<file path="src/hdl/rcl_pkg.sv">
// Shared constants for the color temperature and illuminance unit.
package rcl_pkg;

   // Color matrix, Q2.14, rows X, Y, Z and columns red, green, blue.
   localparam logic signed [15:0] MTX_XR = -16'sd2340;
   localparam logic signed [15:0] MTX_XG = 16'sd25383;
   localparam logic signed [15:0] MTX_XB = -16'sd15670;
   localparam logic signed [15:0] MTX_YR = -16'sd5319;
   localparam logic signed [15:0] MTX_YG = 16'sd25860;
   localparam logic signed [15:0] MTX_YB = -16'sd11992;
   localparam logic signed [15:0] MTX_ZR = -16'sd11174;
   localparam logic signed [15:0] MTX_ZG = 16'sd12628;
   localparam logic signed [15:0] MTX_ZB = 16'sd9229;

   // Width of X, Y, Z, their sum and all divider operands.
   localparam int OPND_W = 34;
   // Quotient bits produced by the divider (the sign is separate).
   localparam int QUO_BITS = 31;
   // Divider stages: input stage, one stage per bit, output stage.
   localparam int DIV_LAT = QUO_BITS + 2;
   // Reciprocal of ten scaled by 2^34, rounded up.
   localparam int RECIP_SHIFT = 34;
   localparam logic [30:0] RECIP_10 = 31'd1717986919;
   // Stage counts of the front end and the polynomial, and the total depth.
   localparam int FRONT_LAT = 3;
   localparam int POLY_LAT = 6;
   localparam int LATENCY = FRONT_LAT + DIV_LAT + 1 + DIV_LAT + 1 + POLY_LAT;

endpackage

</file>
<file path="src/hdl/rcl_xyz.sv">
// Color matrix stages: products, XYZ sums, chromaticity sum and lux.
module rcl_xyz
   import rcl_pkg::*;
(
   input  logic                      clock,
   input  logic                      reset,
   input  logic                      in_valid,
   input  logic [15:0]               red,
   input  logic [15:0]               green,
   input  logic [15:0]               blue,
   output logic                      out_valid,
   output logic signed [OPND_W-1:0]  x_val,
   output logic signed [OPND_W-1:0]  y_val,
   output logic signed [OPND_W-1:0]  s_val,
   output logic [15:0]               lux
);

   logic               vld_ff [0:2];
   logic signed [32:0] prod_ff [0:8];
   logic signed [32:0] prod_in [0:8];
   logic signed [OPND_W-1:0] x_ff, y_ff, z_ff;
   logic signed [OPND_W-1:0] xo_ff, yo_ff, so_ff;
   logic [15:0]        lux_ff, lux_in;
   logic signed [16:0] r_s, g_s, b_s;

   assign r_s = signed'({1'b0, red});
   assign g_s = signed'({1'b0, green});
   assign b_s = signed'({1'b0, blue});

   // Nine constant products, each 17 by 16 bits.
   always_comb begin
      prod_in[0] = 33'(r_s) * 33'(MTX_XR);
      prod_in[1] = 33'(g_s) * 33'(MTX_XG);
      prod_in[2] = 33'(b_s) * 33'(MTX_XB);
      prod_in[3] = 33'(r_s) * 33'(MTX_YR);
      prod_in[4] = 33'(g_s) * 33'(MTX_YG);
      prod_in[5] = 33'(b_s) * 33'(MTX_YB);
      prod_in[6] = 33'(r_s) * 33'(MTX_ZR);
      prod_in[7] = 33'(g_s) * 33'(MTX_ZG);
      prod_in[8] = 33'(b_s) * 33'(MTX_ZB);
   end

   // Illuminance is Y / 2^14 toward zero, saturated to 16 bits.
   always_comb begin
      if (y_ff < 0) begin
         lux_in = 16'd0;
      end else if (|y_ff[OPND_W-1:30]) begin
         lux_in = 16'hffff;
      end else begin
         lux_in = y_ff[29:14];
      end
   end

   always_ff @(posedge clock) begin
      if (reset) begin
         vld_ff[0] <= 1'b0;
         vld_ff[1] <= 1'b0;
         vld_ff[2] <= 1'b0;
      end else begin
         vld_ff[0] <= in_valid;
         vld_ff[1] <= vld_ff[0];
         vld_ff[2] <= vld_ff[1];
      end
   end

   always_ff @(posedge clock) begin
      prod_ff <= prod_in;
      x_ff <= OPND_W'(prod_ff[0]) + OPND_W'(prod_ff[1]) + OPND_W'(prod_ff[2]);
      y_ff <= OPND_W'(prod_ff[3]) + OPND_W'(prod_ff[4]) + OPND_W'(prod_ff[5]);
      z_ff <= OPND_W'(prod_ff[6]) + OPND_W'(prod_ff[7]) + OPND_W'(prod_ff[8]);
      xo_ff <= x_ff;
      yo_ff <= y_ff;
      so_ff <= x_ff + y_ff + z_ff;
      lux_ff <= lux_in;
   end

   assign out_valid = vld_ff[2];
   assign x_val = xo_ff;
   assign y_val = yo_ff;
   assign s_val = so_ff;
   assign lux = lux_ff;

endmodule

</file>
<file path="config.mk">
export PLATFORM = sky130hd
export DESIGN_NAME = rcl_xyz
export DESIGN_NICKNAME = d
export VERILOG_FILES = /design/src/hdl/rcl_pkg.sv /design/src/hdl/rcl_xyz.sv
export SDC_FILE = /design/constraint.sdc
export NUM_CORES = 2
export LEC_CHECK = 0
export ABC_AREA = 1
export BUFFER_PORTS_ARGS = -buffer_cell sky130_fd_sc_hd__buf_4
export CORE_MARGIN = 3
export CORE_UTILIZATION = 40
export CTS_BUF_LIST = sky130_fd_sc_hd__clkbuf_8
export CTS_CLUSTER_SIZE = 12
export DETAILED_ROUTE_END_ITERATION = 10
export HOLD_SLACK_MARGIN = 0.12
export SLEW_MARGIN = 30
export SYNTH_ARGS = -nofsm -noshare
export SYNTH_HDL_FRONTEND = slang
export SYNTH_SLANG_ARGS = --single-unit
</file>
<file path="constraint.sdc">
create_clock -name clock -period 6.6 [get_ports clock]
set_clock_uncertainty 0.1 [all_clocks]
set_input_delay 0.66 -clock clock [delete_from_list [all_inputs] [get_ports clock]]
set_output_delay 0.66 -clock clock [all_outputs]
set_load 0.05 [all_outputs]
</file>
# Word-level counts from Yosys, hierarchy flattened
# Memory sizes are Yosys's and may differ from the RTL's.
# Index checks and enable logic that the tools add are counted.
[totals]
wordCells = 46
inputBits = 51
ff_bits = 488
output_inout_bits = 119
n_memories = 1
mem_bits_rw = 3
latch_bits = 0
rom_bits = 0
[op_classes]
reduce_logical = 1
multipliers = 9
shift = 0
n_addsub = 8
order_cmp = 1
n_div = 0
n_eq_ne = 0
muxes = 7
bitwise_logic = 3
[memory_table]
columns = ["name", "depth", "word_bits", "rd", "rd_ports_with_merged_regs", "wr", "line_no", "text"]
rows = [
  ["vld_ff", 3, 1, 3, 0, 3, "rcl_xyz.sv:18", "logic vld_ff [0:2];"],
]
[op_table]
columns = ["cell", "count"]
rows = [
  ["$mul A17 B14 Y31 const B", 3],
  ["$add A33 B32 Y34", 2],
  ["$add A34 B34 Y34", 2],
  ["$add A33 B31 Y34", 1],
  ["$lt A34 B1 Y1 const B", 1],
  ["$add A30 B32 Y33", 1],
  ["$add A31 B32 Y33", 1],
  ["$add A32 B31 Y33", 1],
  ["$mul A16 B15 Y31 const B", 1],
  ["$mul A16 B14 Y30 const B", 1],
  ["$mul A16 B13 Y29 const B", 1],
  ["$mul A17 B12 Y29 const B", 1],
  ["$mul A16 B12 Y28 const B", 1],
  ["$mul A17 B11 Y28 const B", 1],
  ["$mux W16", 1],
  ["$mux W1", 6],
  ["$reduce_or A4 Y1", 1],
  ["$or A1 B1 Y1", 3],
]

# Depth between registers and ports, before layout
[depth]
word_depth = 3
depth_mapped = 25

# Worst setup path before layout
# OpenSTA, ideal clock, no wires.
[synth_timing]
path_type = "input -> register"
from = "in red[1]"
to = "reg prod_ff[88] (netlist bit)"
required_time_ns = 6.428
setup_ns = 0.072
cell_stages = 17
arrival_time_ns = 4.744
path_slack_ns = 1.685
path_cell_list = "inv_1 > ha_1 > fa_1 > inv_1 > fa_1 > inv_1 > fa_1 > inv_1 > fa_1 > inv_1 > fa_1 > ha_1 > nand2_1 > nor2_1 > nand2_1 > o21ai_0 > xor2_1"
[synth_rtl]
columns = ["element", "line_no", "text"]
rows = [
  ["start, declared", "rcl_xyz.sv:8", "input logic [15:0] red,"],
  ["end signal, assigned", "rcl_xyz.sv:67", "prod_ff <= prod_in;"],
  ["end, declared", "rcl_xyz.sv:19", "logic signed [32:0] prod_ff [0:8];"],
]

==> qor.yml <==
status: "finished, final reports clean"
r2r_setup_slack_ns: 3.57
path_clk_slew_ns: 0.07
cpLargestDelayFamily: "adder cells"
clkSinkCount: 477
htreeDepth: 3
place.gp.congestion: 0.994
drtPass1Iterations: 8
cap_violations: 0
avgRoutedWirePerCell_um: 20.0
synth_fa_ha_area_share_pct: 43.5
required_ns: 7.11
clockRootBuffer: "clkbuf_8"
first_global_vias: 45385
max_freq_mhz: 184
drive_gt1_share_pct: 4.39
critPathCapture: "prod_ff[254]$_DFF_P_"
io_buffers: 169
drt-total-wl_um: 185000
post_synth.cell_area_avg_um2: 7.69
num_vias: 44986
vias_per_cell: 4.87
die_y_um: 376
critPathLaunchType: "primary input"
drcViolationCount: 0
drt_iter0_drc: 2771
crit_chain: "dlygate4sd3_1 -> buf_4 -> ha_1 -> nand2_1 -> inv_1 -> nor2_1 -> ha_1 -> or2_2 -> fa_1 -> inv_1 -> fa_1 -> inv_1 -> fa_1 -> inv_1 -> fa_1 -> inv_1 -> ha_1 -> nand2_1 -> inv_1 -> nand2_1 -> nor2_1 -> nand4_1 -> nand4_1 -> nand2_1"
cts_tree: "done"
min_path_type: "in2reg"
dpl_cell_area_mm2: 0.0582
synth_top_family_by_area: "adder cells"
async_reset_ff_share_pct: 0
cpMostUsedCell: "inv_1"
clock_latency_ns: 0.76
track_usage_pct: 26.4
rsz0062_at_grt: "no"
period_share_pct: 82.5
r2r-start: "prod_ff[2]$_DFF_P_"
max-clock-path-buffers: 3
slowest_stage: "fa_1"
worst_pin_slew_ns: 0.782
max_slew_margin_pct: 47.7
cp_slowest_stage_delay_ns: 0.56
holdPathStages: 2
yosys.area_share.simple_pct: 20.8
fin_crit_ns: 5.45
design_area_mm2: 0.0603
place_ws_ns: 0.887
drv_slew: 0
seq_area_frac_synth_pct: 17.5
syn_area_mm2: 0.0547
grt_max_degree: 17
dieArea_mm2: 0.141
final-hold-violation-count: 0
antenna_found_initial: 11
ant_nets: 0
syn-num-nets: 8734
synth_xor_area_share_pct: 2.98
ys_ff_latch: 477
ys.flop_type: "dfxtp_1"
postCtsSetupRepairBufs: 0
die_w_um: 376
yosys_warnings: 0
rows: 135
fin_nets: 9003
r2r_cells: 12
crit_start: "green[2]"
r2r_end: "z_ff[26]$_DFF_P_"
finalSetupViolations: 0
cp_max_fo: 9
core_area_mm2: 0.136
start_util_pct: 40.3
synthMuxAreaShare_pct: 0
dpl.hpwl_um: 165000
end_kind: "register"
grt.overflow.total: 0
synth_compound_area_share_pct: 3.86
area_delta_synth_final_pct: 10.2
cp.depth: 24
arrival_ns: 5.95
io_pins: 170
cts-buffers-inserted: 84
worstSetupPathType: "in2reg"
crit_buf_inv: 8
syn-instance-count: 7116
setup_tns_ns: 0
finalWorstSetupSlack_ns: 1.15
grt_pass1_wl_um: 279000
ys_types: 31
synth_edf_count: 0
==> metal layers <==
metal / vias up / global-route usage [%] / routed length, um
met3: 259 / 3.56 / 10100
met4: 4 / 10.1 / 8100
met2: 1219 / 43.4 / 84000
li1: 22359 / - / -
met1: 21145 / 35.2 / 82800
met5: - / 0 / 21
==> state kept, by name, summed over array words and instances, names as in the netlist <==
signal,cells
lux,16
prod_ff,254
s_val,34
vld_ff,3
x_ff,34
x_val,34
y_ff,34
y_val,34
z_ff,34
==> cell usage in the layout (no fill, tap or decap), types with 14 or more instances in the layout <==
cell type     n
nand2_1    1953
inv_1      1668
ha_1       1008
fa_1        559
dfxtp_1     477
nor2_1      405
nand3_1     291
a21oi_1     272
buf_4       173
xor2_1      158
clkbuf_8    106
nand4_1      80
o21ai_0      78
nor3_1       52
o21bai_1     29
xnor2_1      28
or2_2        14
and2_1       14
==> worst min-delay path by stage <==
stage | end | from | slack (ns)
final | prod_ff[140]$_DFF_P_ | green[6] | 0.22
after floorplan | x_val[0]$_DFF_P_ | x_ff[0]$_DFF_P_ | 0.23
after detailed placement | x_val[0]$_DFF_P_ | x_ff[0]$_DFF_P_ | 0.24
after CTS | prod_ff[140]$_DFF_P_ | green[6] | 0.13
after global routing | prod_ff[140]$_DFF_P_ | green[6] | 0.16
after global placement | x_val[0]$_DFF_P_ | x_ff[0]$_DFF_P_ | 0.25
==> cell families after synthesis <==
family,after synthesis
AOI/OAI and AO/OA,401
xor gates and xnor gates,186
adders and majority gates,1567
buffers and inverters,1658
DFF,477
and+or+nand+nor,2827
==> cell type report <==
class | count | area (um2)
antenna | 3 | 7.51
clock buffer | 106 | 1460
clock inverter | 46 | 457
fill | 13846 | 75400
inverter | 1655 | 6210
multi-input combinational | 4981 | 38900
sequential | 477 | 9550
tap | 1781 | 2230
timing repair buffer | 186 | 1430
==> worst reg2reg max path, delay by kind of cell (launching register included) <==
family	cells	cell delay (ns)
fa+ha+maj	3	1.25
simple gates	7	0.89
flops	1	0.41
buf+inv	2	0.20
==> stage by stage <==
stage | hold slack, ns | utilization, % | instances
6_report | 0.217 | 44.4 | 9235
5_1_grt | 0.161 | 44.4 | 9233
4_1_cts | 0.128 | 44.4 | 9232
3_5_place_dp | 0.244 | 42.9 | 9067
3_3_place_gp | 0.247 | 42.9 | 9067
2_1_floorplan | 0.231 | - | 7116
==> cell usage after synthesis (6+ instances only) <==
library cell     n  share of area [%]
and2_1          14               0.16
ha_1          1008                 23
or2_2           14               0.16
a21o_1           6              0.082
inv_1         1655                 11
fa_1           559                 20
xor2_1         158                2.5
nor3_1          52               0.48
nand3b_1         9               0.12
nand2_1       1953                 13
nand3_1        291                2.7
xnor2_1         28               0.45
o21bai_1        29               0.40
nand4_1         80               0.92
o21ai_1          9              0.082
o21ai_0         78               0.71
dfxtp_1        477                 17
nor2_1         405                2.8
a21oi_1        272                2.5
==> repair_timing <==
action | in CTS | in global routing
hold endpoints to repair | 14 | 0
hold buffers | 13 | 0
resized for setup | 0 | 0
Power is left out: the tool's default activity adds up to more than one toggle a clock period on the data nets, which glitch-free logic cannot reach.
