[config.mk]
export PLATFORM = sky130hd
export DESIGN_NAME = rcl_qdiv
export DESIGN_NICKNAME = d
export VERILOG_FILES = /design/src/hdl/rcl_pkg.sv /design/src/hdl/rcl_qdiv.sv
export SDC_FILE = /design/constraint.sdc
export NUM_CORES = 2
export LEC_CHECK = 0
export BUFFER_PORTS_ARGS = -buffer_cell sky130_fd_sc_hd__buf_2
export CORE_UTILIZATION = 55
export DETAILED_ROUTE_END_ITERATION = 7
export PLACE_DENSITY = 0.72
export SLEW_MARGIN = 10
export SYNTH_ARGS = -nofsm -noshare
export SYNTH_HDL_FRONTEND = slang
export SYNTH_MEMORY_MAX_BITS = 65536
export SYNTH_SLANG_ARGS = --single-unit
[constraint.sdc]
create_clock -name clock -period 4.4 [get_ports clock]
set_input_delay 0.66 -clock clock [delete_from_list [all_inputs] [get_ports clock]]
set_output_delay 0.66 -clock clock [all_outputs]
set_load 0.02 [all_outputs]
[src/hdl/rcl_pkg.sv]
// Shared constants for the color temperature and illuminance unit.
package rcl_pkg;

   // Color matrix, Q2.14, rows X, Y, Z and columns red, green, blue.
   localparam logic signed [15:0] MTX_XR = -16'sd2340;
   localparam logic signed [15:0] MTX_XG = 16'sd25383;
   localparam logic signed [15:0] MTX_XB = -16'sd15670;
   localparam logic signed [15:0] MTX_YR = -16'sd5319;
   localparam logic signed [15:0] MTX_YG = 16'sd25860;
   localparam logic signed [15:0] MTX_YB = -16'sd11992;
   localparam logic signed [15:0] MTX_ZR = -16'sd11174;
   localparam logic signed [15:0] MTX_ZG = 16'sd12628;
   localparam logic signed [15:0] MTX_ZB = 16'sd9229;

   // Width of X, Y, Z, their sum and all divider operands.
   localparam int OPND_W = 34;
   // Quotient bits produced by the divider (the sign is separate).
   localparam int QUO_BITS = 31;
   // Divider stages: input stage, one stage per bit, output stage.
   localparam int DIV_LAT = QUO_BITS + 2;
   // Reciprocal of ten scaled by 2^34, rounded up.
   localparam int RECIP_SHIFT = 34;
   localparam logic [30:0] RECIP_10 = 31'd1717986919;
   // Stage counts of the front end and the polynomial, and the total depth.
   localparam int FRONT_LAT = 3;
   localparam int POLY_LAT = 6;
   localparam int LATENCY = FRONT_LAT + DIV_LAT + 1 + DIV_LAT + 1 + POLY_LAT;

endpackage

[src/hdl/rcl_qdiv.sv]
// Pipelined signed fixed-point divider, one quotient bit per stage.
module rcl_qdiv
   import rcl_pkg::*;
#(
   parameter int FRAC_BITS = 16,
   parameter int SIDE_W = 1
)
(
   input  logic                     clock,
   input  logic                     reset,
   input  logic                     in_valid,
   input  logic signed [OPND_W-1:0] num,
   input  logic signed [OPND_W-1:0] den,
   input  logic [SIDE_W-1:0]        in_side,
   output logic                     out_valid,
   output logic signed [31:0]       quo,
   output logic [SIDE_W-1:0]        out_side
);

   localparam int SHW = OPND_W + QUO_BITS;
   localparam int IPW = QUO_BITS - FRAC_BITS;

   logic [OPND_W-1:0]           an, ad;
   logic [OPND_W+FRAC_BITS-1:0] ash;
   logic                        sat_in;

   logic                vld_ff  [0:QUO_BITS+1];
   logic [OPND_W:0]     rem_ff  [0:QUO_BITS];
   logic [QUO_BITS-1:0] low_ff  [0:QUO_BITS];
   logic [QUO_BITS-1:0] q_ff    [0:QUO_BITS];
   logic [OPND_W-1:0]   ad_ff   [0:QUO_BITS];
   logic                neg_ff  [0:QUO_BITS];
   logic                sat_ff  [0:QUO_BITS];
   logic [SIDE_W-1:0]   side_ff [0:QUO_BITS];
   logic signed [31:0]  quo_ff;
   logic [SIDE_W-1:0]   oside_ff;
   logic [31:0]         mag;

   // Magnitudes and the overflow test against den * 2^(31-F).
   assign an = num[OPND_W-1] ? OPND_W'(-num) : OPND_W'(num);
   assign ad = den[OPND_W-1] ? OPND_W'(-den) : OPND_W'(den);
   assign ash = {an, FRAC_BITS'(0)};
   assign sat_in = SHW'(an) >= (SHW'(ad) << IPW);

   // Input stage: partial remainder from the integer bits.
   always_ff @(posedge clock) begin
      rem_ff[0]  <= (OPND_W + 1)'(an >> IPW);
      low_ff[0]  <= ash[QUO_BITS-1:0];
      q_ff[0]    <= '0;
      ad_ff[0]   <= ad;
      neg_ff[0]  <= num[OPND_W-1] ^ den[OPND_W-1];
      sat_ff[0]  <= sat_in;
      side_ff[0] <= in_side;
   end

   // One restoring step per stage.
   for (genvar k = 0; k < QUO_BITS; k++) begin : g_step
      logic [OPND_W+1:0] trial;
      logic              take;
      assign trial = {rem_ff[k], low_ff[k][QUO_BITS-1]};
      assign take = trial >= {2'b00, ad_ff[k]};
      always_ff @(posedge clock) begin
         rem_ff[k+1]  <= take ? (OPND_W + 1)'(trial - {2'b00, ad_ff[k]})
                              : trial[OPND_W:0];
         low_ff[k+1]  <= {low_ff[k][QUO_BITS-2:0], 1'b0};
         q_ff[k+1]    <= {q_ff[k][QUO_BITS-2:0], take};
         ad_ff[k+1]   <= ad_ff[k];
         neg_ff[k+1]  <= neg_ff[k];
         sat_ff[k+1]  <= sat_ff[k];
         side_ff[k+1] <= side_ff[k];
      end
   end

   // Output stage: saturation and sign.
   always_comb begin
      if (sat_ff[QUO_BITS]) begin
         mag = neg_ff[QUO_BITS] ? 32'h8000_0000 : 32'h7fff_ffff;
      end else begin
         mag = {1'b0, q_ff[QUO_BITS]};
      end
   end

   always_ff @(posedge clock) begin
      quo_ff   <= neg_ff[QUO_BITS] ? signed'(-mag) : signed'(mag);
      oside_ff <= side_ff[QUO_BITS];
   end

   // Valid bits travel alongside the data.
   always_ff @(posedge clock) begin
      if (reset) begin
         for (int i = 0; i <= QUO_BITS + 1; i++) begin
            vld_ff[i] <= 1'b0;
         end
      end else begin
         vld_ff[0] <= in_valid;
         for (int i = 1; i <= QUO_BITS + 1; i++) begin
            vld_ff[i] <= vld_ff[i-1];
         end
      end
   end

   assign out_valid = vld_ff[QUO_BITS+1];
   assign quo = quo_ff;
   assign out_side = oside_ff;

endmodule

Yosys cells after proc, flatten, opt, wreduce, memory -nomap -nowiden
Memories as Yosys holds them, arrays and structs flattened. A register that Yosys moved wholly into a read port is not among the register bits. Index checks and enable logic that the tools add are counted. W data, S select, Z words.

Magnitude comparators: 32. Add/sub/neg operators: 34. Bitwise operators: 34. Muxes and demuxes: 72.

Operators by type and width (count): $ge A36 B34 Y1 (31); $mux W35 (31); $sub A35 B34 Y35 (31); $mux W32 (3); $mux W34 (2); $neg A34 Y34 (2); $ge A34 B49 Y1 (1); $mux W1 (36); $or A1 B1 Y1 (33); $neg A32 Y32 (1); $xor A1 B1 Y1 (1).

Register bits after elaboration: 32. Output and inout port bits: 34. Memory bits (writable): 4289. Memories kept: 8. Bits of input ports: 72.

Memories: rem_ff (depth 32, bits a word 35, read ports 31, clocked after memory_dff 0, wr ports 32, line rcl_qdiv.sv:28) `logic [OPND_W:0] rem_ff [0:QUO_BITS];`; ad_ff (depth 32, bits a word 34, read ports 31, clocked after memory_dff 0, wr ports 32, line rcl_qdiv.sv:31) `logic [OPND_W-1:0] ad_ff [0:QUO_BITS];`; q_ff (depth 32, bits a word 31, read ports 32, clocked after memory_dff 0, wr ports 32, line rcl_qdiv.sv:30) `logic [QUO_BITS-1:0] q_ff [0:QUO_BITS];`; low_ff (depth 32, bits a word 30, read ports 31, clocked after memory_dff 0, wr ports 32, line rcl_qdiv.sv:29) `logic [QUO_BITS-1:0] low_ff [0:QUO_BITS];`; vld_ff (depth 33, bits a word 1, read ports 33, clocked after memory_dff 0, wr ports 33, line rcl_qdiv.sv:27) `logic vld_ff [0:QUO_BITS+1];`; neg_ff (depth 32, bits a word 1, read ports 32, clocked after memory_dff 0, wr ports 32, line rcl_qdiv.sv:32) `logic neg_ff [0:QUO_BITS];`; +2 memories.

Longest topological paths before layout
An unclocked memory read counts as a cell.

Word-level depth: 5. Depth in mapped cells: 20.

Worst setup path after synthesis
OpenSTA, ideal clock, no wires.

Path type: input port to flip-flop. Start: in num[14]. End: mem sat_ff[0][0]. Slack: -0.107 ns. Data required time: 4.265 ns. Arrival: 4.372 ns. Library setup time: 0.135 ns. Stages: 20. Cell sequence: or4_1 > nor4_1 > nand3b_1 > nor2_1 > nand3_1 > o41ai_1 > nand2_1 > xor2_1 > ha_1 > a21o_1 > a21o_1 > a21o_1 > a21oi_1 > nor2b_1 > o21ai_0 > nand2b_1 > a21oi_1 > nor2b_1 > a2111oi_0 > nor4_2.

RTL lines: start, declared (line rcl_qdiv.sv:12) `input logic signed [OPND_W-1:0] num,`; end, declared (line rcl_qdiv.sv:33) `logic sat_ff [0:QUO_BITS];`.

==> metrics.yaml <==
status: "finished clean"
die_h_um: 483
netlist_area_sq_um: 127000
dr.pass1.iters: 6
dieWidth_um: 483
powerDensity_nw_per_um2: 820
synthMostInstantiatedCell: "dfxtp_1"
peakVddDrop_uv: 398
io_pins: 106
num_rows: 176
syn2layout_area_growth_pct: 12.6
period_share_pct: 92.2
min_period_ps: 4060
dp_hpwl_um: 219000
synth_common_cells: "dfxtp_1 (2901), inv_1 (1315), a21oi_1 (1187)"
synthCells: 13820
path_cells: "buf_2 > or3_1 > or3b_4 > or4_4 > or2_1 > o31ai_1 > xnor2_1 > inv_1 > ha_1 > nand3_1 > nor3_4 > nand2_1 > nor4_1 > nand2_1 > nor3_1 > nand2_1 > nor4_4 > buf_4 > a2111oi_0 > nor4_2"
cp_common_cell: "nand2_1"
final_nets: 15250
crit_arrival_ps: 4900
vias: 94622
slew_violations: 0
yosys.area.top_type: "dfxtp_1"
use_met2_pct: 40.7
clock_skew_ps: 63.9
clk_pin_slew_ps: 60
async_reset_ff_share_pct: 0
slew_headroom_pct: 30.1
cts_tree: "yes"
critical_path_class: "in -> reg"
ys_warn_count: 0
setup_viol: 0
comb_power_share_pct: 44.1
hold_ws_ps: 71.1
intPower_uw: 73100
start_kind: "primary input"
grt_pass1_vias: 89631
p_sw_share_pct: 37.6
drt.antenna.violating_nets: 0
p_seq_share_pct: 32.8
wl_per_cell_um: 16.5
synth_cell_types: 99
rrSetupSlack_ps: 410
ys.flop_type: "dfxtp_1"
utilization_pct: 62.2
io_buffers: 105
drive_gt1_share_pct: 6.66
synth_edf_count: 0
power_switching_uw: 44100
ys_seq_elements: 2901
cts_buffers: 313
ys_seq_area_share_pct: 45.7
required_ps: 5240
syn_nets: 14983
end_kind: "register"
critPathSlowestCell: "or4_4"
finalHoldViolations: 0
clk_path_buf_depth: 4
root_buffer: "clkbuf_16"
hold_class: "in -> reg"
p_leak_uw: 0.0658
placed_cell_area_sq_um: 132000
grt_pass1_wl_um: 462000
coreArea_sq_um: 230000
htreeDepth: 5
clkLatencyLatePin_ps: 970
place.gp.congestion: 0.922
clock-sinks: 2901
antenna_found_initial: 7
drt-total-wl_um: 287000
fillers: 19170
cpLargestDelayFamily: "simple AND/OR/NAND/NOR gates"
synth.area.top_cells: "dfxtp_1 (46%), ha_1 (10%), a21oi_1 (4.7%), inv_1 (3.9%), xnor2_1 (3.7%)"
dieArea_sq_um: 233000
crit_path_max_fanout: 2
grt_use_met1_pct: 31.9
max-cap-violations: 0
grt.busiest_layer: "met2"
p_clk_share_pct: 23.1
grt_max_degree: 69
grt_overflow: 0
stdcell_area_sq_um: 143000
fin_total_pwr_uw: 117000
max_clock_freq_ghz: 0.247
drc: 0
syn_avg_cell_area_sq_um: 9.19
drt_iter0_drc: 6815
viasPerCell: 5.45
synth.top_cell.area_share_pct: 45.7
initial_core_util_pct: 55.3
cp_num_buf_inv: 3
slowest_delay_ps: 500
grt_use_met3_pct: 3.38
grt_usage_pct: 24.2
worst_slew_pin_slew_ps: 1030
## registers in the layout, summed over array words and instances, names as in the netlist
signal	count
q_ff	496
ad_ff	1054
side_ff	32
sat_ff	32
neg_ff	32
rem_ff	1069
out_side	1
vld_ff	33
low_ff	120
quo	32
## cells in the final DEF, fill, tap and decap left out, types with 155 or more instances in the layout
| master | netlist | routed |
|---|---|---|
| dfxtp_1 | 2901 | 2900 |
| inv_1 | 1315 | 1315 |
| a21oi_1 | 1187 | 1182 |
| ha_1 | 1061 | 1061 |
| nand2_1 | 1060 | 1060 |
| nor2_1 | 815 | 815 |
| o21ai_0 | 634 | 634 |
| a21o_1 | 594 | 594 |
| xnor2_1 | 543 | 543 |
| o21ai_1 | 457 | 455 |
| xor2_1 | 417 | 417 |
| clkbuf_16 | 0 | 318 |
| nand3_1 | 214 | 211 |
| nor2b_1 | 195 | 195 |
| nand4_1 | 189 | 189 |
| nand2b_1 | 167 | 167 |
| buf_4 | 0 | 155 |
## power by group through the flow
stage	clock, uW	sequential (uW)	combinational, uW
CTS	27600	38500	51300
finish	27000	38500	51800
detailed placement	0	39000	50700
global route	28700	39100	57900
floorplan	0	36900	40300
global placement	0	39000	50100
## layer usage
metal / wire length, um / share of wire, %
met1: 131000 / 46
met2: 132000 / 46
met3: 14500 / 5.1
met4: 8840 / 3.1
met5: 32 / 0.011
## cells by family after synthesis
family          Yosys count  share of synthesized area [%]
compound gates         3842                           18.5
simple gates           3175                           11.8
flops                  2901                           45.7
buf+inv                1688                           5.02
fa+ha+maj              1091                           10.9
xor+xnor                960                           6.62
mux                     163                           1.43
## worst register-to-register path: stages (launching register included)
cell and delay (ps):
dfxtp_1 330, inv_1 50, ha_1 310, a21o_1 200, or3_1 330, o211a_1 250
a21bo_1 220, a41oi_1 420, o21bai_1 230, a31oi_1 270, o21bai_1 220, a41oi_4 470
buf_12 290, a211oi_1 130, a21o_1 150
## final cells by class
class | count | area, sq um | area share, %
multi-input cells | 9231 | 62900 | 44.0
inverters | 1326 | 4980 | 3.48
well taps | 3026 | 3790 | 2.65
flip-flops and latches | 2901 | 58100 | 40.6
clock buffers | 417 | 8920 | 6.24
clock inverters | 129 | 1830 | 1.28
repair buffers | 314 | 2460 | 1.72
diodes | 4 | 10.0 | 0.00700
## worst paths after layout
path	startpoint	endpoint	depth (start not counted)
max	den[4]	sat_ff[0][0]$_DFF_P_	20
max reg2reg	ad_ff[22][7]$_DFF_P_	rem_ff[1][249]$_DFF_P_	14
min	num[32]	rem_ff[0][18]$_DFF_P_	3
min reg2reg	neg_ff[15]$_DFF_P_	neg_ff[16]$_DFF_P_	0
## stage by stage
step | instances | TNS, ps | setup WS (ps)
CTS | 17343 | 0 | 2.65
detailed placement | 16766 | -952 | -952
finish | 17348 | 0 | 345
floorplan | 13820 | 0 | 30.1
global route | 17347 | -86.1 | -86.1
global placement | 16766 | -1080 | -1080
## what timing repair did
action,CTS,global route
resized for setup,0,11
hold buffers,31,0
setup buffers,0,1
endpoints found under the setup margin,0,1
hold endpoints to repair,32,0
(Power assumes the default switching activity.)
